--- config.mk ---
export PLATFORM = sky130hd
export DESIGN_NAME = gcd_fifo
export DESIGN_NICKNAME = d
export VERILOG_FILES = /design/src/hw/rtl/gcd_pkg.sv /design/src/hw/rtl/gcd_fifo.sv
export SDC_FILE = /design/constraint.sdc
export NUM_CORES = 1
export LEC_CHECK = 0
export ABC_AREA = 0
export BUFFER_PORTS_ARGS = -buffer_cell sky130_fd_sc_hd__buf_2
export CAP_MARGIN = 40
export CELL_PAD_IN_SITES_DETAIL_PLACEMENT = 0
export CELL_PAD_IN_SITES_GLOBAL_PLACEMENT = 2
export CORE_ASPECT_RATIO = 0.8
export CORE_MARGIN = 2
export CORE_UTILIZATION = 40
export DETAILED_ROUTE_END_ITERATION = 7
export GPL_TIMING_DRIVEN = 0
export PLACE_DENSITY = 0.81
export REMOVE_ABC_BUFFERS = 1
export SYNTH_ARGS = -nofsm -noshare
export SYNTH_HDL_FRONTEND = slang
export SYNTH_SLANG_ARGS = --single-unit
export TNS_END_PERCENT = 1
--- constraint.sdc ---
create_clock -name clock -period 2.3 [get_ports clock]
set_input_delay 0.46 -clock clock [delete_from_list [all_inputs] [get_ports clock]]
set_output_delay 0.46 -clock clock [all_outputs]
set_load 0.1 [all_outputs]
--- src/hw/rtl/gcd_pkg.sv ---
// shared constants, types and helper functions of the great-circle distance block
package gcd_pkg;

   // default iteration count of both cordic units
   localparam int CORDIC_STEPS_DEF = 32;
   // depth of the queue between the trig front and the arc cosine back
   localparam int QUEUE_DEPTH_DEF  = 4;

   // field widths
   localparam int LAT_W    = 28;
   localparam int LON_W    = 29;
   localparam int DIST_W   = 26;
   localparam int RADIUS_W = 24;
   localparam int REQ_W    = 120;
   localparam int RSP_W    = 32;

   // configuration port
   localparam int CSR_ADDR_W = 3;
   localparam int CSR_DATA_W = 32;
   localparam logic [CSR_ADDR_W-3:0] REG_RADIUS = '0;
   localparam logic [RADIUS_W-1:0] RADIUS_RESET = RADIUS_W'(6378000);

   // internal widths
   localparam int ANG_W   = 30;   // microdegrees, also the longitude difference
   localparam int MAG_W   = 27;   // folded magnitude, at most a quarter turn
   localparam int Z_W     = 33;   // rotation angle, q30 radians
   localparam int XY_W    = 34;   // cordic vector components
   localparam int TRIG_W  = 32;   // sine, cosine and products, q30
   localparam int C_W     = 32;   // clamped cosine sum, q30
   localparam int SQ_W    = 62;   // square root operand and partial root
   localparam int VZ_W    = 34;   // vectoring angle accumulator
   localparam int ANGLE_W = 32;   // central angle, unsigned q30
   localparam int PROD_W  = ANGLE_W + RADIUS_W;
   localparam int SQRT_STEPS = 31;

   // angle constants in microdegrees
   localparam longint HALF_UDEG    = 180 * 1000000;
   localparam longint QUARTER_UDEG = HALF_UDEG / 2;
   localparam longint FULL_UDEG    = 2 * HALF_UDEG;

   // microdegrees to q30 radians, scale pi/180e6 * 2^58, split in two partial products
   localparam longint UDEG_RAD_Q58 = 64'd5030569068;
   localparam int     K_LO_W       = 16;
   localparam longint UDEG_RAD_HI  = UDEG_RAD_Q58 >> K_LO_W;
   localparam longint UDEG_RAD_LO  = UDEG_RAD_Q58 & ((64'd1 << K_LO_W) - 1);
   localparam int     K_HI_W       = $clog2(UDEG_RAD_HI + 1);
   localparam int     SUM_W        = MAG_W + K_HI_W + K_LO_W + 1;

   // q30 constants
   localparam longint CORDIC_GAIN_Q30 = 652032874;
   localparam longint PI_Q30          = 64'd3373259426;
   localparam longint HALF_PI_Q30     = 1686629713;
   localparam longint ONE_Q30         = 1073741824;

   // queue write side and queue status
   typedef struct packed {
      logic                  vld;
      logic signed [C_W-1:0] data;
   } cq_push_type;

   typedef struct packed {
      logic full;
      logic empty;
   } cq_stat_type;

   // arc tangent of 2^-i in q30
   function automatic logic [31:0] atan_q30(input int i);
      logic [31:0] r;
      case (i)
         0: r = 32'h3243F6A9;
         1: r = 32'h1DAC6705;
         2: r = 32'h0FADBAFD;
         3: r = 32'h07F56EA7;
         4: r = 32'h03FEAB77;
         5: r = 32'h01FFD55C;
         6: r = 32'h00FFFAAB;
         7: r = 32'h007FFF55;
         8: r = 32'h003FFFEB;
         9: r = 32'h001FFFFD;
         default: begin
            if (i <= 30) r = 32'(64'd1 << (30 - i));
            else r = '0;
         end
      endcase
      return r;
   endfunction

   // q30 product, round half up
   function automatic logic signed [TRIG_W-1:0] mul_q30(input logic signed [TRIG_W-1:0] a,
                                                        input logic signed [TRIG_W-1:0] b);
      logic signed [2*TRIG_W-1:0] p;
      p = a * b;
      p = p + (64'sd1 <<< 29);
      return TRIG_W'(p >>> 30);
   endfunction

endpackage

--- src/hw/rtl/gcd_fifo.sv ---
// short queue of cosine sums between the front and the back pipelines
module gcd_fifo import gcd_pkg::*; #(
   parameter int DEPTH = QUEUE_DEPTH_DEF
) (
   input  logic                  clock,
   input  logic                  reset,
   input  cq_push_type           push,
   input  logic                  pop,
   output logic signed [C_W-1:0] pop_data,
   output cq_stat_type           stat
);

   localparam int PTR_W = $clog2(DEPTH);
   localparam int CNT_W = $clog2(DEPTH + 1);
   localparam logic [PTR_W-1:0] PTR_LAST = PTR_W'(DEPTH - 1);

   logic signed [C_W-1:0] mem_ff [DEPTH];
   logic [PTR_W-1:0] wr_ff, wr_in, rd_ff, rd_in;
   logic [CNT_W-1:0] cnt_ff, cnt_in;
   logic             wr_en, rd_en;

   assign stat.full  = (cnt_ff == CNT_W'(DEPTH));
   assign stat.empty = (cnt_ff == '0);
   assign wr_en      = push.vld && !stat.full;
   assign rd_en      = pop && !stat.empty;
   assign pop_data   = mem_ff[rd_ff];

   // pointer and fill count update
   always_comb begin
      wr_in  = wr_ff;
      rd_in  = rd_ff;
      cnt_in = cnt_ff;
      if (wr_en) wr_in = (wr_ff == PTR_LAST) ? '0 : wr_ff + 1'b1;
      if (rd_en) rd_in = (rd_ff == PTR_LAST) ? '0 : rd_ff + 1'b1;
      if (wr_en && !rd_en) cnt_in = cnt_ff + 1'b1;
      else if (rd_en && !wr_en) cnt_in = cnt_ff - 1'b1;
   end

   always_ff @(posedge clock) begin
      if (reset) begin
         wr_ff  <= '0;
         rd_ff  <= '0;
         cnt_ff <= '0;
      end else begin
         wr_ff  <= wr_in;
         rd_ff  <= rd_in;
         cnt_ff <= cnt_in;
      end
   end

   // storage
   always_ff @(posedge clock) begin
      if (wr_en) mem_ff[wr_ff] <= push.data;
   end

endmodule

==> out/metrics.csv <==
metric,value,unit
post-synthesis xor/xnor area fraction,0.3436,%
VDD IR-drop max,0.0008464,V
initial antenna violation count,0,
"commonest non-fill, non-tap cells in the layout","edfxtp_1 (128), buf_2 (44), mux4_2 (32)",
gr ovfl total,0,
compound-gate portion of the synthesized area,0.9816,%
Clock H-tree levels,4,
"Seq/Total Area, Yosys",78.92,%
startpoint type of the worst setup path,register,
fin util,52.37,%
"leading cell type in the layout, fill and taps excluded",edfxtp_1,
maximum root-to-sink buffer count,2,
Worst path max stage delay,0.52,ns
post-place setup slack,-0.07949,ns
crit share post-route,97.55,%
# DRC,0,
Hold Buf Count CTS,0,
final worst slack,0.05637,ns
final hold vios,0,
Crit Path Class,register to primary output,
gpl congestion,0.6381,
DIE HEIGHT,105.0,um
Crit path arrival time,1.78,ns
area of placed instances,5757,sq um
clock-pin slew on the worst setup and hold paths,0.06,ns
DP Wirelength,5802,um
Initial Utilization,41.46,%
Reg2Reg Depth,9,
CP cell instances,"buf_12, mux4_2, buf_2",
CTS tree,built,
CP Capture Type,primary output,
Nets,347,
post-route cell area,6440,sq um
mux share of post-synthesis cell area,14.53,%
Pwr Total,8.930,mW
Port Buffers,69,
final WL,9080,um
Layout Skew,0.005703,ns
Placement Rows,36,
hold depth,1,
highest-delay cell along the critical path,mux4_2,
Slew @ Worst Pin,0.4998,ns
Slew HR,66.91,%
cells after synthesis,217,
area of the core,12300,sq um
antenna-violating nets left,0,
Final Non-Filler Cells,486,
Hold WS,0.2658,ns
root buffer cell,clkbuf_16,
share of post-route cells with drive strength above 1,47.30,%
total of warnings raised by yosys,0,
Final setup viols,0,
Hold Path Class,input port to register,
post-synthesis adder-cell area fraction,1.865,%
Die ar.,13670,sq um
Yosys top cell by area,edfxtp_1,
DR WL/cell,18.68,um
maxcap violations,0,
vias per cell,4.891,
IO Pins,70,
Initial DRC Count,173,
max frequency,445.7,MHz
Layout area overhead,26.31,%
status,finished clean,
synth unique cells,27,
Pleak,2.207,nW
DR pass1 iterations,6,
Power Density,1387,nW/um^2
largest net degree at the start of global routing,22,
Yosys top cell area share,75.39,%
Final Critical Period,2.244,ns
simple-gate share of the synthesized area,1.840,%
fin. max-slew vios,0,
Setup TNS Final,0,ns
Placed Cells incl. Taps,454,
# clock sinks,137,
Post-Syn Area,5099,sq um
crit path max fanout,12,
die width,130.2,um
largest family of logic cells by synthesized area,multiplexers,
number of global-route vias before repair,2531,
CP Data Required Time,1.84,ns
register bit total from synthesis,137,
GR Util All Layers,14.51,%
Mapped Avg Cell Area,23.50,sq um
RSZ-0062 raised after global routing,no,
Skew-Pair Late Insertion Delay,0.41,ns
n_diodes,0,
synth top area cells,"edfxtp_1 (75%), mux4_2 (14%), dfxtp_1 (3.5%), ha_1 (1.5%), and3_2 (0.59%)",
first-pass GRT wire length,13990,um
Num CTS Buffers,17,
via count,2377,
-- cell families (layout without fill, tap and decap cells) --
group | Yosys count | after routing
compound gates | 7 | 7
buf+inv | 14 | 112
fa+ha+maj | 7 | 7
simple gates | 16 | 16
mux | 34 | 34
flops | 137 | 137
xor+xnor | 2 | 2
-- flip-flops by register name, indices dropped and copies added, names as in the netlist, named ones only --
signal,count
rd_ff,2
wr_ff,2
cnt_ff,3
mem_ff,128
-- layout make-up --
class                           instances  area, sq um
Inverter                                5        23.77
Timing Repair Buffer                   77        631.9
Sequential cell                       137         4034
Clock inverter                         11        83.83
Clock buffer                           19        432.9
Tap cell                              171        214.0
Fill cell                            1006         5857
Multi-Input combinational cell         66         1020
-- metal layers --
| layer | share of wire (%) | GRT usage [%] | up-vias |
|---|---|---|---|
| met3 | 6.5 | 5.428 | 13 |
| li1 | - | - | 1076 |
| met4 | 1.5 | 5.991 | 0 |
| met2 | 48 | 21.54 | 69 |
| met5 | 0 | 0 | - |
| met1 | 44 | 19.29 | 1219 |
-- worst max-delay path: cells and delay by family, from the launching register on --
| family | cells | cell delay (ns) |
|---|---|---|
| flip-flops | 1 | 0.37 |
| buffers and inverters | 2 | 0.47 |
| multiplexers | 1 | 0.52 |
-- Yosys cell counts (all sizes together) --
| cell | instances |
|---|---|
| mux4 | 32 |
| dfxtp | 9 |
| a21oi | 3 |
| mux2i | 2 |
| or3b | 1 |
| nor2 | 4 |
| nor3 | 2 |
| ha | 6 |
| edfxtp | 128 |
| and3 | 4 |
| o21ai | 2 |
| clkinv | 1 |
| o31ai | 2 |
| nand3 | 2 |
| fa | 1 |
| xor2 | 2 |
| nand2 | 1 |
| inv | 4 |
| buf | 8 |
| clkbuf | 1 |
| or3 | 2 |
-- timing repair --
action                                  CTS  global route
pin swaps                                 0             0
resized for setup                        24            24
endpoints found under the hold margin     0             0
endpoints found under the setup margin   34            16
setup buffers                             1             1
-- path summary, 6_finish.rpt --
| path | startpoint | to | slack [ns] |
|---|---|---|---|
| hold / removal | push[16] | mem_ff[0][16] | 0.27 |
| setup / recovery | register | pop_data[8] | 0.06 |
| hold reg to reg | rd_ff[0] | register | 0.49 |
| setup reg to reg | cnt_ff[2] | cnt_ff[2] | 0.09 |
-- power by group --
group	internal, mW	switching (mW)	total (mW)
combinational	0.921	2.46	3.38
clock	1.45	0.950	2.40
sequential	3.03	0.122	3.15
(Power assumes the default switching activity.)
